[config.mk]
export PLATFORM = sky130hd
export DESIGN_NAME = five_channel_hold_debouncer_top
export DESIGN_NICKNAME = d
export VERILOG_FILES = /design/src/hdl/fchd_pkg.sv /design/src/hdl/fchd_lane.sv /design/src/hdl/fchd_merge.sv /design/src/hdl/five_channel_hold_debouncer_top.sv
export SDC_FILE = /design/constraint.sdc
export NUM_CORES = 1
export LEC_CHECK = 0
export ABC_AREA = 1
export BUFFER_PORTS_ARGS = -buffer_cell sky130_fd_sc_hd__buf_2
export CORE_AREA = 2 2 190 192
export DETAILED_ROUTE_END_ITERATION = 12
export DIE_AREA = 0 0 192 194
export PLACE_DENSITY = 0.48
export RECOVER_POWER = 25
export SLEW_MARGIN = 20
export SYNTH_ARGS = -nofsm -noshare
export SYNTH_HDL_FRONTEND = slang
export SYNTH_SLANG_ARGS = --single-unit
[constraint.sdc]
create_clock -name clock -period 8.4 [get_ports clock]
set_clock_uncertainty 0.2 [all_clocks]
set_input_delay 0 -clock clock [delete_from_list [all_inputs] [get_ports clock]]
set_output_delay 0 -clock clock [all_outputs]
set_load 0.005 [all_outputs]
[src/hdl/fchd_pkg.sv]
// types and constants of the hold debouncer
package fchd_pkg;

   localparam int COUNT_W      = 16;
   localparam int CHAN_W       = 3;
   localparam int PIN_CHANNELS = 5;
   localparam int REQ_DATA_W   = 8;
   localparam int RSP_DATA_W   = 8;

   localparam logic [COUNT_W-1:0] LIMIT_RESET = 16'd6000;

   // bit positions of the pins inside req_tdata
   localparam int PIN_OUT_FEED      = 0;
   localparam int PIN_IN_FEED       = 1;
   localparam int PIN_CUTTER_A      = 2;
   localparam int PIN_CUTTER_B      = 3;
   localparam int PIN_PLATEN_REL    = 4;
   localparam int PIN_PLATEN_PRESS  = 5;

   typedef enum logic [1:0] {
      KIND_NONE    = 2'd0,
      KIND_PRESS   = 2'd1,
      KIND_RELEASE = 2'd2
   } event_kind_type;

   typedef struct packed {
      logic [CHAN_W-1:0] channel;
      event_kind_type    kind;
   } event_type;

endpackage

[src/hdl/fchd_lane.sv]
// one channel: hold counter and its press / release detection
module fchd_lane (
   input  logic                        clock,
   input  logic                        reset,
   input  logic [fchd_pkg::COUNT_W-1:0] limit,
   input  logic [fchd_pkg::COUNT_W-1:0] near_limit,
   input  logic                        pressed,
   input  logic                        commit,
   output fchd_pkg::event_kind_type    kind
);
   import fchd_pkg::*;

   logic [COUNT_W-1:0] count_ff;
   logic [COUNT_W-1:0] count_in;
   logic [COUNT_W-1:0] count_next;

   always_comb begin
      count_next = count_ff;
      kind       = KIND_NONE;
      if (pressed) begin
         if (count_ff < limit) begin
            count_next = count_ff + 1'b1;
            if (count_next == near_limit) begin
               kind = KIND_PRESS;
            end
         end
      end else begin
         if (count_ff >= limit) begin
            kind = KIND_RELEASE;
         end
         count_next = '0;
      end
   end

   assign count_in = commit ? count_next : count_ff;

   always_ff @(posedge clock) begin
      if (reset) begin
         count_ff <= '0;
      end else begin
         count_ff <= count_in;
      end
   end

endmodule

[src/hdl/fchd_merge.sv]
// priority merge: first lane with an event wins, later lanes hold
module fchd_merge #(
   parameter int CHANNELS = 5
) (
   input  fchd_pkg::event_kind_type kinds [CHANNELS],
   output logic [CHANNELS-1:0]      commit,
   output fchd_pkg::event_type      evt
);
   import fchd_pkg::*;

   logic found;

   always_comb begin
      found       = 1'b0;
      evt.channel = '0;
      evt.kind    = KIND_NONE;
      for (int i = 0; i < CHANNELS; i++) begin
         commit[i] = !found;
         if (!found && kinds[i] != KIND_NONE) begin
            found       = 1'b1;
            evt.channel = CHAN_W'(i);
            evt.kind    = kinds[i];
         end
      end
   end

endmodule

[src/hdl/five_channel_hold_debouncer_top.sv]
// hold debouncer top level: pin decode, channel lanes, merge, output register
//
//   channel  dir  payload
//   req      in   tdata[5:0] switch pins, one word per sampling tick
//   rsp      out  tdata[2:0] event channel, tuser[1:0] event kind
//   csr      in   wdata[15:0] hold limit
//
// one word per cycle while req_tready is high; lanes and merge decide combinationally
// each result lands in the output register in the cycle after its word is accepted
// reset clears all hold counters, empties the output register, hold limit goes to 6000
// req_tready is high while the output register is empty or being read
module five_channel_hold_debouncer_top #(
   parameter int CHANNELS = 5
) (
   input  logic        clock,
   input  logic        reset,
   input  logic        req_tvalid,
   output logic        req_tready,
   // out_feed, in_feed, cutter_a, cutter_b, platen_release, platen_press, 2 zero bits
   input  logic [fchd_pkg::REQ_DATA_W-1:0] req_tdata,
   output logic        rsp_tvalid,
   input  logic        rsp_tready,
   // event_channel, 5 zero bits
   output logic [fchd_pkg::RSP_DATA_W-1:0] rsp_tdata,
   // event_kind
   output logic [1:0]  rsp_tuser,
   input  logic        csr_valid,
   output logic        csr_ready,
   input  logic [fchd_pkg::COUNT_W-1:0] csr_wdata
);
   import fchd_pkg::*;

   logic [COUNT_W-1:0]      limit_ff;
   logic [COUNT_W-1:0]      limit_in;
   logic [COUNT_W-1:0]      near_limit;
   logic [PIN_CHANNELS-1:0] pin_pressed;
   logic [CHANNELS-1:0]     pressed;
   logic [CHANNELS-1:0]     commit;
   event_kind_type          kinds [CHANNELS];
   event_type               evt;
   logic                    req_accept;
   logic                    rsp_valid_ff;
   logic                    rsp_valid_in;
   event_type               rsp_evt_ff;
   event_type               rsp_evt_in;

   assign csr_ready  = 1'b1;
   assign limit_in   = (csr_valid && csr_ready) ? csr_wdata : limit_ff;
   assign near_limit = limit_ff - 1'b1;

   // pins are active low, the cutter needs both buttons
   assign pin_pressed[0] = !req_tdata[PIN_OUT_FEED];
   assign pin_pressed[1] = !req_tdata[PIN_IN_FEED];
   assign pin_pressed[2] = !req_tdata[PIN_CUTTER_A] && !req_tdata[PIN_CUTTER_B];
   assign pin_pressed[3] = !req_tdata[PIN_PLATEN_REL];
   assign pin_pressed[4] = !req_tdata[PIN_PLATEN_PRESS];

   assign req_tready = !rsp_valid_ff || rsp_tready;
   assign req_accept = req_tvalid && req_tready;

   for (genvar i = 0; i < CHANNELS; i++) begin : g_lane
      if (i < PIN_CHANNELS) begin : g_pin
         assign pressed[i] = pin_pressed[i];
      end else begin : g_nopin
         assign pressed[i] = 1'b0;
      end

      fchd_lane u_lane (
         .clock      (clock),
         .reset      (reset),
         .limit      (limit_ff),
         .near_limit (near_limit),
         .pressed    (pressed[i]),
         .commit     (req_accept && commit[i]),
         .kind       (kinds[i])
      );
   end

   fchd_merge #(
      .CHANNELS (CHANNELS)
   ) u_merge (
      .kinds  (kinds),
      .commit (commit),
      .evt    (evt)
   );

   assign rsp_valid_in = req_accept || (rsp_valid_ff && !rsp_tready);
   assign rsp_evt_in   = req_accept ? evt : rsp_evt_ff;

   always_ff @(posedge clock) begin
      if (reset) begin
         limit_ff     <= LIMIT_RESET;
         rsp_valid_ff <= 1'b0;
      end else begin
         limit_ff     <= limit_in;
         rsp_valid_ff <= rsp_valid_in;
      end
   end

   always_ff @(posedge clock) begin
      rsp_evt_ff <= rsp_evt_in;
   end

   assign rsp_tvalid = rsp_valid_ff;
   assign rsp_tdata  = {{(RSP_DATA_W - CHAN_W){1'b0}}, rsp_evt_ff.channel};
   assign rsp_tuser  = rsp_evt_ff.kind;

endmodule

# ---- After elaboration in Yosys (flattened, before gate mapping)
# Cells that the tools add are included.
dict set report word_totals {
  ff_bits 102
  elab_cells 105
  out_inout_bits 13
  inputBits 29
}
dict set report op_classes {
  n_mux 39
  eq_ne 6
  magnitude_cmp 10
  n_addsub 6
  n_reduce_logical 35
}
# cell n
set ops {}
lappend ops {{16-bit two-way mux} 10}
lappend ops {{16-bit by 1-bit adder with 16-bit output, second input constant} 5}
lappend ops {{16-bit == test} 5}
lappend ops {{16-bit >= comparator} 5}
lappend ops {{16-bit < comparator} 5}
lappend ops {{2-bit two-way mux} 17}
lappend ops {{2-bit nonzero test} 9}
lappend ops {{16-bit by 1-bit subtractor with 16-bit output, second input constant} 1}
lappend ops {{5-bit two-way mux} 3}
lappend ops {{1-bit logical AND} 11}
lappend ops {{2-bit AND reduction} 5}
lappend ops {{1-bit two-way mux} 9}
lappend ops {{1-bit logical NOT} 8}
lappend ops {{1-bit logical OR} 2}
lappend ops {{2-bit inequality test, second input constant} 1}

# ---- Depth between registers and ports, before layout
# Gate-level depths: netlist of run 1.
dict set report logic_depth {
  depth_word 19
  mapped_depth 22
}

# ---- Hierarchy
# A second synthesis of run 1 with hierarchy kept.
dict set report hier_totals {
  hier_cells 1873
  hier_area_um2 10963.0
}
# module cells_each area_per_inst_um2 seq_area_each_um2 n_inst
set modules_own_cells {}
lappend modules_own_cells {fchd_lane 332 1910.6 320.3 5}
lappend modules_own_cells {five_channel_hold_debouncer_top 181 1239.9 490.5 1}
lappend modules_own_cells {fchd_merge 32 170.2 0.0 1}

# ---- Worst setup path after synthesis of run 1
# No wires, ideal clock.
dict set report synth_path {
  kind {reg2reg}
  start {register limit_ff[0]}
  end {register rsp_evt_ff, in the netlist rsp_tuser[1], data pin}
  arrival_time_ps 2335
  setup_slack_ps 5609
  path_stages_with_launch 18
  path_buffers 2
  required_time_ps 7944
  cell_sequence {dfxtp_1 inv_1 ha_1 clkbuf_1 o21ai_0 nor2_1 nand3_1 nor2_1 nand2_1 nor2_1 nand2_1 nor2_1 nand2_1 nand2_2 nor2_8 buf_4 a21oi_1 nand2_1}
}
# element line
set synth_lines {}
lappend synth_lines {{start, declared} five_channel_hold_debouncer_top.sv:33} ;# logic [COUNT_W-1:0] limit_ff;
lappend synth_lines {{start signal, assigned} five_channel_hold_debouncer_top.sv:95} ;# limit_ff <= limit_in;
lappend synth_lines {{end signal, assigned} five_channel_hold_debouncer_top.sv:101} ;# rsp_evt_ff <= rsp_evt_in;
lappend synth_lines {{end, declared} five_channel_hold_debouncer_top.sv:44} ;# event_type rsp_evt_ff;

# ---- Worst setup path in the final report of run 1
dict set report layout_path {
  start {register limit_ff[0]}
  end {register g_lane[4].u_lane.count_ff[13]}
}
dict set report layout_between {
  elab_chain_len 19
  elab_cells_between_ends 48
  cone_classes {add/sub: 1; order compare: 9; eq/ne: 4; mux: 20; reduce/logical: 14}
}
# element line
set layout_rtl {}
lappend layout_rtl {{16-bit by 1-bit subtractor with 16-bit output} five_channel_hold_debouncer_top.sv:49} ;# assign near_limit = limit_ff - 1'b1;
lappend layout_rtl {{16-bit == test} fchd_lane.sv:23} ;# if (count_next == near_limit) begin
lappend layout_rtl {{1-bit two-way mux} fchd_lane.sv:23}
lappend layout_rtl {{2-bit two-way mux} fchd_lane.sv:21} ;# if (count_ff < limit) begin
lappend layout_rtl {{2-bit two-way mux} fchd_lane.sv:20} ;# if (pressed) begin
lappend layout_rtl {{2-bit nonzero test} fchd_merge.sv:19} ;# if (!found && kinds[i] != KIND_NONE) begin
lappend layout_rtl {{1-bit two-way mux} fchd_merge.sv:19}
lappend layout_rtl {{1-bit logical NOT} fchd_merge.sv:19}
lappend layout_rtl {{[3 not listed]} -}
lappend layout_rtl {{1-bit logical AND} fchd_merge.sv:19}
lappend layout_rtl {{1-bit two-way mux} fchd_merge.sv:19}
lappend layout_rtl {{1-bit logical NOT} fchd_merge.sv:19}
lappend layout_rtl {{1-bit logical AND} fchd_merge.sv:19}
lappend layout_rtl {{1-bit two-way mux} fchd_merge.sv:19}
lappend layout_rtl {{1-bit logical NOT} fchd_merge.sv:18} ;# commit[i] = !found;
lappend layout_rtl {{1-bit logical AND} five_channel_hold_debouncer_top.sv:74} ;# .commit (req_accept && commit[i]),
lappend layout_rtl {{2-bit AND reduction (no source line) *} -}
lappend layout_rtl {{end signal, assigned} fchd_lane.sv:41} ;# count_ff <= count_in;
lappend layout_rtl {{end, declared} fchd_lane.sv:13} ;# logic [COUNT_W-1:0] count_ff;
# Every way passes the cells marked *; elsewhere a longest branch is shown, timed or not.
# A chain may end at the register's enable or synchronous reset.

==> impl_results.md, run 1 <==
- Synth Cell Area: 0.0104 mm²
- I/O pins: 42
- Worst skew pair latency: 0.37 ns
- Slowest cell delay on critical path: 0.84 ns
- Nets: 1,920
- Max_slew headroom: -1.27
- CTS Buf Count: 9
- Die area: 0.0372 mm²
- Fin crit period: 4.44 ns
- Busiest metal layer after global routing: met2
- CP Class: flip-flop to flip-flop
- Hold Buf Count CTS: 38
- WP data arrival: 4.55 ns
- Crit path cell chain: inv_1 > ha_1 > inv_1 > nand2_1 > nand2_1 > nand3_1 > nand4_1 > nor2_1 > nand2_1 > nor2_1 > nand4_1 > nor2_2 > nor2_2 > nand4_4 > nand2_1 > inv_1 > nor2_1
- PnR worst setup slack: 3.96 ns
- Syn-to-layout area delta: 11.4%
- Most used cell, CP: nand2_1
- Vias in the first global route: 10,900
- PD cells: 147 mW/mm²
- Met3 Usage GRT: 0.0219
- Post-Synthesis Cells: 1,762
- #FFs+latches synth: 102
- Setup Fix Bufs, Post-CTS: 0
- # DRC: 0
- Worst-path clk slew: 0.08 ns
- Overall Power: 1.70 mW
- Yosys warns: 0
- Library cells used by synthesis: 46
- Post-route ant nets: 0
- First-pass detailed-route iteration total: 5
- Initial antenna violation count: 0
- Fillers: 3,994
- Fmax: 225 MHz
- Via count: 11,600
- All-Layer GR Usage: 0.218
- Largest net degree at the start of global routing: 60
- Row cnt: 69
- Hold Path Depth: 4
- Post-cts sizing count: 0
- Worst-margin pin slew: 3.41 ns
- Core Box Area: 0.0352 mm²
- EDFF count, synth: 5
- Prevailing post-synth register cell: dfxtp_1
- CP max FO: 20
- Clk buf depth: 2
- TritonCTS clock tree: built
- Vias/cell: 5.10
- N_diodes: 0
- Failing checks: max-capacitance violations, max-slew violations
- Die height: 194 µm
- Total Routed Length: 40,200 µm
- First-pass GRT wire length: 61,600 µm
- Outcome: finished, violations left
- IO buf count: 33
- Grt met2 use: 0.367
- GPL Wtd Cong: 0.925
- Maximum VDD drop: 98.6 µV
- WP data required: 8.51 ns
- CTS Root Cell: clkbuf_16
- Final Setup Violations: 0
- Iter 0 DRT Violations: 998
- Leak: 5.35 nW
- Hold Vio Cnt, Final: 0
- Mapped Avg Cell Area: 5.92 µm²
- Slowest stage cell on the critical path: nor2_2
- Fin crit share: 0.529
- RSZ-0062 raised after global routing: false
- Critical path buffers and inverters: 3
- Clk sinks: 102
- GRT Residual Overflow: 0
- Startpoint Class: flip-flop
- Crit end category: flip-flop
- Ys async rst share: 0
- Die width: 192 µm
- Fin. max-slew vios: 60
- CP top delay family: simple AND/OR/NAND/NOR gates
- GRT met1 Usage: 0.293
- Max Cap Viol: 1
- Cells after DPL: 2,217
- Worst hold-check path type: input pin to flip-flop
- Seq/Total Area, Yosys: 0.201
- R2R depth: 17
- H-Tree Level Count: 3
- Initial Util: 0.296
- Crit path depth: 17
- Non-Filler Instances: 2,270
- Wirelength per Cell: 17.7 µm
- Hpwl dp: 29,600 µm
- Ratio of cells with drive above 1 in the final layout: 0.0630
- Total negative slack: 0 ns
- Pre-CTS setup slack: 4.07 ns
## synth_stat cells, types with 2 or more instances
master	number	share of area
nand2_1	563	0.20
nor2_1	211	0.076
inv_1	184	0.066
nand3_1	136	0.065
a21oi_1	126	0.060
dfxtp_1	97	0.19
ha_1	86	0.10
nand4_1	69	0.041
o21ai_0	53	0.025
xor2_1	31	0.026
a211oi_1	28	0.020
nor2_2	23	0.014
clkbuf_1	22	0.0079
nand2_2	16	0.0096
nor3_1	16	0.0077
buf_4	12	0.0086
nand2_4	6	0.0065
nor2_4	6	0.0065
o21bai_1	6	0.0043
buf_6	5	0.0054
edfxtp_1	5	0.014
inv_2	5	0.0018
nor3b_1	5	0.0036
nand3b_1	4	0.0029
nor4_1	4	0.0024
o21ai_1	4	0.0019
or2_2	4	0.0024
and2_1	3	0.0018
buf_1	3	0.0011
buf_2	3	0.0014
nor2_8	3	0.0058
o21a_1	3	0.0022
xnor2_1	3	0.0025
a21boi_0	2	0.0014
a21o_1	2	0.0014
conb_1	2	0.00072
nand3_2	2	0.0019
## per-layer routing
layer | share of wire | wire, µm
met1 | 0.46 | 18600
met2 | 0.46 | 18400
met3 | 0.051 | 2050
met4 | 0.028 | 1110
met5 | 0 | 0
## power breakdown
| group | total, mW | internal [mW] | switching (mW) |
|---|---|---|---|
| Sequential | 0.601 | 0.535 | 0.0662 |
| Clock | 0.459 | 0.238 | 0.221 |
| Combinational | 0.642 | 0.205 | 0.437 |
## sequential cells by signal, indices dropped and copies added, names as in the netlist
register / cells
g_lane.u_lane.count_ff: 80
limit_ff: 16
rsp_tdata: 3
rsp_tuser: 2
rsp_tvalid: 1
## cell type report
type                    count  area (µm²)  share of cell area
clock buffers              11         243              0.0209
repair buffers             74         559              0.0482
well taps                 461         577              0.0497
multi-input cells        1428        7380               0.636
clock inverters             4        47.5             0.00409
flip-flops and latches    102        2090               0.180
inverters                 190         713              0.0614
## cells by family after synthesis
family | share of synthesized area
buffers and inverters | 0.0933
other | 0.000720
XOR/XNOR | 0.0286
AO/OA/AOI/OAI | 0.121
adder cells (fa/ha/maj) | 0.103
AND/OR/NAND/NOR | 0.453
flip-flops | 0.201
## worst min-delay path: cells and delay by family
kind,cells,cell delay (ns)
AOI/OAI and AO/OA,1,0.06
buffers and inverters,1,0.32
and+or+nand+nor,2,0.14
## metrics by stage
| stage | instance area [µm²] | hold WS, ns | utilization |
|---|---|---|---|
| after global routing | 11600 | 0.0684 | 0.330 |
| after CTS | 11600 | 0.0209 | 0.330 |
| after global placement | 11000 | 0.0175 | 0.311 |
| final | 11600 | 0.0179 | 0.330 |
| after floorplan | 10400 | -0.0981 | - |
| after detailed placement | 11000 | 0.0400 | 0.311 |
## placed cells by master, fill, tap and decap left out, types with 3 or more instances in the layout
| master | instances |
|---|---|
| nor2_8 | 3 |
| nor2_1 | 211 |
| xor2_1 | 31 |
| nand2_1 | 563 |
| inv_1 | 183 |
| dfxtp_1 | 97 |
| edfxtp_1 | 5 |
| nor4_1 | 4 |
| nor2_4 | 6 |
| nor2_2 | 23 |
| nand3b_1 | 4 |
| buf_2 | 29 |
| xnor2_1 | 3 |
| o21ai_0 | 53 |
| nand3_1 | 136 |
| nand2_2 | 16 |
| nand4_1 | 69 |
| ha_1 | 86 |
| clkbuf_16 | 9 |
| nand2_4 | 6 |
| a211oi_1 | 28 |
| conb_1 | 6 |
| a21oi_1 | 125 |
| o21a_1 | 3 |
| clkbuf_1 | 6 |
| o21bai_1 | 6 |
| and2_1 | 3 |
| o21ai_1 | 4 |
| nor3_1 | 16 |
| inv_2 | 5 |
| nor3b_1 | 5 |
| or2_2 | 4 |
| dlygate4sd3_1 | 38 |
## worst paths after layout
check / to / slack, ns / from
max: g_lane[4].u_lane.count_ff[13] / 3.96 / limit_ff[0]
min: g_lane[3].u_lane.count_ff[0] / 0.02 / req_tdata[4]
max reg2reg: g_lane[4].u_lane.count_ff[13] / 3.96 / limit_ff[0]
min reg2reg: g_lane[3].u_lane.count_ff[14] / 0.32 / g_lane[3].u_lane.count_ff[14]
(Power assumes the default switching activity.)
==> run 2, diff against run 1 <==
--- a/config.mk
+++ b/config.mk
@@ -10,7 +10,7 @@
 export CORE_AREA = 2 2 190 192
 export DETAILED_ROUTE_END_ITERATION = 12
 export DIE_AREA = 0 0 192 194
-export PLACE_DENSITY = 0.48
+export PLACE_DENSITY = 0.5
 export RECOVER_POWER = 25
 export SLEW_MARGIN = 20
 export SYNTH_ARGS = -nofsm -noshare
==> constraint.sdc (replaced) <==
create_clock -name clock -period 3.9 [get_ports clock]
set_clock_uncertainty 0.2 [all_clocks]
set_input_delay 0 -clock clock [delete_from_list [all_inputs] [get_ports clock]]
set_output_delay 0 -clock clock [all_outputs]
set_load 0.005 [all_outputs]
==> impl_results.md, run 2 (synthesized netlist as in run 1, its figures left out) <==
- Outcome: finished, final reports clean
- All-Layer GR Usage: 0.219
- First-pass detailed-route iteration total: 6
- Vias in the first global route: 10,700
- CP max FO: 26
- H-Tree Level Count: 3
- R2R depth: 17
- Fillers: 3,931
- GPL Wtd Cong: 0.947
- Maximum VDD drop: 235 µV
- PD cells: 318 mW/mm²
- Reg-to-reg critical path startpoint: limit_ff[15]
- I/O pins: 42
- Post-Place Cell Area: 0.0112 mm²
- Slowest cell delay on critical path: 0.40 ns
- Critical path buffers and inverters: 5
- CTS Buf Count: 9
- Largest net degree at the start of global routing: 60
- Hold_sp: req_tdata[4]
- # DRC: 0
- Reg-to-reg endpoint: rsp_tuser[1]
- Nets: 1,943
- Hpwl dp: 30,400 µm
- Startpoint Class: flip-flop
- Slowest stage cell on the critical path: inv_1
- Worst-margin pin slew: 0.825 ns
- Largest register by flop count: g_lane.u_lane.count_ff
- N_diodes: 0
- WP data arrival: 3.57 ns
- Fmax: 284 MHz
- First-pass GRT wire length: 61,500 µm
- Final Setup Violations: 0
- RSZ-0062 raised after global routing: false
- Worst skew pair latency: 0.38 ns
- Leak: 5.48 nW
- Total Routed Length: 40,400 µm
- CP top delay family: simple AND/OR/NAND/NOR gates
- Post-route ant nets: 0
- Fin crit period: 3.51 ns
- CTS Root Cell: clkbuf_16
- Hold Vio Cnt, Final: 0
- Max_slew headroom: 0.450
- Syn-to-layout area delta: 13.0%
- Final hold slack: 0.0241 ns
- Iter 0 DRT Violations: 990
- Total negative slack: 0 ns
- Die area: 0.0372 mm²
- Via count: 11,600
- Row cnt: 69
- Max Cap Viol: 0
- Hold Path End: g_lane[3].u_lane.count_ff[0]
- Ratio of cells with drive above 1 in the final layout: 0.0780
- Wirelength per Cell: 17.6 µm
- Die width: 192 µm
- TritonCTS clock tree: built
- CP Class: flip-flop to flip-flop
- IO buf count: 33
- Fin. max-slew vios: 0
- Commonest non-fill, non-tap cell in the layout: nand2_1
- Initial antenna violation count: 0
- FF-to-FF setup slack: 0.39 ns
- Most frequent cells in the layout: 563 x nand2_1, 211 x nor2_1, 184 x inv_1
- Crit end category: flip-flop
- Clk buf depth: 2
- Setup Fix Bufs, Post-CTS: 0
- Vias/cell: 5.04
- Fin crit share: 0.901
- Clk sinks: 102
- Worst hold-check path type: input pin to flip-flop
- Overall Power: 3.75 mW
- Worst-path clk slew: 0.09 ns
- Hold Path Depth: 4
- Crit path cell chain: inv_1 > ha_1 > a21oi_1 > o21a_1 > nand2_1 > inv_1 > nand2_1 > inv_1 > o31ai_1 > nand2_1 > inv_1 > nor2_4 > nand2_4 > nor2_8 > buf_4 > nand4_1 > nand2_1
- Initial Util: 0.296
- Final instance area: 0.0118 mm²
- WP data required: 3.96 ns
- Max reg flops: 80
- Die height: 194 µm
- GRT Residual Overflow: 0
- Core Box Area: 0.0352 mm²
## run 2: layout make-up
type | instances | area [µm²] | area share
timing repair buffer | 97 | 727 | 0.0617
sequential | 102 | 2090 | 0.177
inverter | 190 | 713 | 0.0605
tap | 461 | 577 | 0.0489
multi-input combinational | 1428 | 7380 | 0.626
clock inverter | 5 | 58.8 | 0.00499
clock buffer | 11 | 243 | 0.0206
## run 2: timing repair
| item | 4_1_cts | 5_1_grt |
|---|---|---|
| hold buffers | 34 | 0 |
| gates resized for setup | 0 | 0 |
| hold endpoints to repair | 23 | 0 |
## run 2: worst max-delay path by stage
stage / start / end / slack [ns] / depth (start not counted)
after floorplan: limit_ff[0] / rsp_tuser[1] / 1.11 / 17
after global placement: limit_ff[15] / rsp_tuser[1] / 0.49 / 17
after detailed placement: limit_ff[15] / rsp_tuser[1] / 0.43 / 17
after CTS: limit_ff[15] / rsp_tuser[1] / 0.42 / 17
after global routing: limit_ff[15] / g_lane[3].u_lane.count_ff[1] / 0.07 / 17
final: limit_ff[15] / rsp_tuser[1] / 0.39 / 17
## run 2: through the flow
| stage | cells | utilization | setup slack, ns |
|---|---|---|---|
| 2_1_floorplan | 1766 | - | 1.11 |
| 4_1_cts | 2294 | 0.335 | 0.418 |
| 3_3_place_gp | 2244 | 0.317 | 0.487 |
| 3_5_place_dp | 2244 | 0.317 | 0.432 |
| 6_report | 2294 | 0.335 | 0.385 |
| 5_1_grt | 2294 | 0.335 | 0.0667 |
## run 2: layer usage
metal,wire length [µm],global-route usage,up-vias
met5,0,0,-
met4,926,0.0582,0
met3,2590,0.0400,53
met2,18400,0.357,362
met1,18500,0.294,5250
li1,-,-,5906
## run 2: where the power goes
part           internal (mW)  total (mW)  switching [mW]
combinational          0.468        1.43           0.961
clock                  0.520        1.02           0.503
sequential              1.15        1.30           0.146
## run 2: worst register-to-register path: cells and delay by family, from the launching register on
| family | cells | cell delay [ns] |
|---|---|---|
| AOI/OAI and AO/OA | 3 | 0.42 |
| adders and majority gates | 1 | 0.36 |
| buffers and inverters | 5 | 0.96 |
| DFF | 1 | 0.33 |
| and+or+nand+nor | 8 | 1.14 |
==> run 3, diff against run 2 <==
--- a/config.mk
+++ b/config.mk
@@ -7,12 +7,13 @@
 export LEC_CHECK = 0
 export ABC_AREA = 1
 export BUFFER_PORTS_ARGS = -buffer_cell sky130_fd_sc_hd__buf_2
-export CORE_AREA = 2 2 190 192
+export CORE_AREA = 2 2 195 197
 export DETAILED_ROUTE_END_ITERATION = 12
-export DIE_AREA = 0 0 192 194
+export DIE_AREA = 0 0 197 199
 export PLACE_DENSITY = 0.5
 export RECOVER_POWER = 25
 export SLEW_MARGIN = 20
 export SYNTH_ARGS = -nofsm -noshare
 export SYNTH_HDL_FRONTEND = slang
+export SYNTH_HIERARCHICAL = 1
 export SYNTH_SLANG_ARGS = --single-unit
==> constraint.sdc (replaced) <==
create_clock -name clock -period 3.9 [get_ports clock]
set_clock_uncertainty 0.2 [all_clocks]
set_input_delay 0.39 -clock clock [delete_from_list [all_inputs] [get_ports clock]]
set_output_delay 0.39 -clock clock [all_outputs]
set_load 0.005 [all_outputs]
==> impl_results.md, run 3 <==
- Largest net degree at the start of global routing: 33
- Seq/Total Area, Yosys: 0.191
- #FFs+latches synth: 102
- Final core utilization: 0.332
- Maximum VDD drop: 224 µV
- Outcome: finished, final reports clean
- Library cells used by synthesis: 35
- Wirelength per Cell: 15.0 µm
- Core Box Area: 0.0371 mm²
- Worst-path clk slew: 0.08 ns
- Ys async rst share: 0
- Initial Util: 0.295
- Total Routed Length: 36,000 µm
- Clk buf depth: 2
- N_diodes: 0
- Hold Path Depth: 3
- Net switching power figure: 1.75 mW
- Syn-to-layout area delta: 12.6%
- Nets: 2,040
- WP data arrival: 3.64 ns
- Synth Cell Area: 0.0110 mm²
- WP data required: 3.91 ns
- Xor-xnor portion of the synthesized cell area: 0.0377
- Worst-margin pin slew: 1.20 ns
- Synth top area cells: nand2_1 18%, dfxtp_1 18%, nand3_1 12%
- Startpoint Class: flip-flop
- Max Cap Viol: 0
- RSZ-0062 raised after global routing: false
- Reg power frac: 0.346
- Via count: 11,600
- Fin crit share: 0.932
- Worst hold-check path type: input pin to flip-flop
- Worst skew pair latency: 0.37 ns
- Most frequent cells in the layout: 537 x nand2_1, 268 x inv_1, 254 x nand3_1
- Main combinational cell family by area after synthesis: simple AND/OR/NAND/NOR gates
- Fin. max-slew vios: 0
- Leak: 6.40 nW
- Vias in the first global route: 10,600
- Ratio of cells with drive above 1 in the final layout: 0.0917
- R2R depth: 19
- Combinational fraction of design power: 0.418
- IO buf count: 33
- CP max FO: 16
- Fmax: 275 MHz
- Fin crit period: 3.63 ns
- CTS Buf Count: 9
- H-Tree Level Count: 3
- Mapped Avg Cell Area: 5.85 µm²
- Simple-gate area share of the yosys netlist: 0.467
- First-pass GRT wire length: 57,100 µm
- All-Layer GR Usage: 0.188
- Die width: 197 µm
- Yosys top cell area share: 0.184
- CTS Root Cell: clkbuf_16
- Vias/cell: 4.83
- Die area: 0.0392 mm²
- Iter 0 DRT Violations: 585
- Initial antenna violation count: 1
- Yosys warns: 6
- Hold Vio Cnt, Final: 0
- Post-route ant nets: 0
- Clk network pwr share: 0.236
- # DRC: 0
- Most frequent cell after synthesis: nand2_1
- TritonCTS clock tree: built
- Final Setup Violations: 0
- CP Class: flip-flop to flip-flop
- Max reg flops: 80
- Total negative slack: 0 ns
- Crit end category: flip-flop
- Hold Buf Count CTS: 0
- Row cnt: 71
- GPL Wtd Cong: 0.860
- Die height: 199 µm
- Post-synthesis compound-gate area fraction: 0.0834
- GRT Residual Overflow: 0
- Sw Ratio: 0.423
- PD cells: 335 mW/mm²
- Largest register by flop count: g_lane.u_lane/count_ff
- I/O pins: 42
- Clk sinks: 102
- Synth area leader: nand2_1
- Hpwl dp: 27,700 µm
- Max_slew headroom: 0.202
- Synth top cells by count: 537 x nand2_1, 267 x inv_1, 254 x nand3_1
- Internal power component: 2.39 mW
- Multiplexer area fraction after synthesis: 0
- EDFF count, synth: 5
- Post-Synthesis Cells: 1,873
- Post-synthesis adder-cell area fraction: 0.0982
- Prevailing post-synth register cell: dfxtp_1
- Commonest non-fill, non-tap cell in the layout: nand2_1
- First-pass detailed-route iteration total: 5
-- run 3: cells by family after synthesis --
group,Yosys count
buffers and inverters,339
flip-flops,102
adder cells (fa/ha/maj),86
XOR/XNOR,35
AO/OA/AOI/OAI,171
other,3
AND/OR/NAND/NOR,1137
-- run 3: timing repair --
item,CTS,global route
setup endpoints to repair,1,0
setup buffers,0,0
resized for setup,1,0
endpoints found under the hold margin,0,0
-- run 3: worst max-delay path: stages, from the launching register on --
cell and delay (ns):
dfxtp_1 0.76, inv_1 0.13, ha_1 0.34, nand2_1 0.07, inv_1 0.03, o21ai_0 0.14, a21oi_1 0.08, nor2_1 0.17
nand2_1 0.12, o21bai_1 0.22, inv_1 0.11, nor2_2 0.19, nand2_4 0.11, nor2_4 0.16, inv_1 0.06, nor2_2 0.23
buf_12 0.18, nand2_1 0.06, nand2_1 0.06, a21oi_1 0.06
-- run 3: metrics by stage --
stage	hold slack, ns	instances	total power, mW	setup WS (ns)	area, µm²
floorplan	0.259	1877	2.63	0.349	11000
global placement	0.285	2388	3.14	0.113	12000
detailed placement	0.304	2388	3.18	0.0271	12000
CTS	0.0137	2404	4.17	0.293	12300
global route	0.0170	2404	4.50	0.0304	12300
finish	0.0297	2404	4.14	0.266	12300
-- run 3: per-layer routing --
metal  wire length (µm)  share of wire  global-route usage
met3               1530          0.043              0.0207
met2              16200           0.45               0.317
met5                  0              0                   0
met1              17400           0.48               0.251
met4                819          0.023              0.0551
-- run 3: path summary, 6_finish.rpt --
check	start	to	slack [ns]
max reg2reg	limit_ff[9]	g_lane[4].u_lane/count_ff[1]	0.27
max	limit_ff[9]	g_lane[4].u_lane/count_ff[1]	0.27
min	csr_wdata[12]	limit_ff[12]	0.03
min reg2reg	rsp_tvalid	rsp_tvalid	0.32
-- run 3: power groups by stage --
stage,sequential (mW),combinational [mW],clock (mW)
finish,1.43,1.73,0.977
floorplan,1.37,1.26,0
CTS,1.43,1.73,1.01
global route,1.46,1.99,1.05
detailed placement,1.45,1.73,0
global placement,1.45,1.69,0
-- run 3: layout make-up --
class	count	area, µm²
timing repair buffer	98	744
clock buffer	11	243
clock inverter	5	58.8
multi-input combinational	1436	7560
inverter	278	1040
sequential	102	2090
tap	474	593
fill	4163	24800
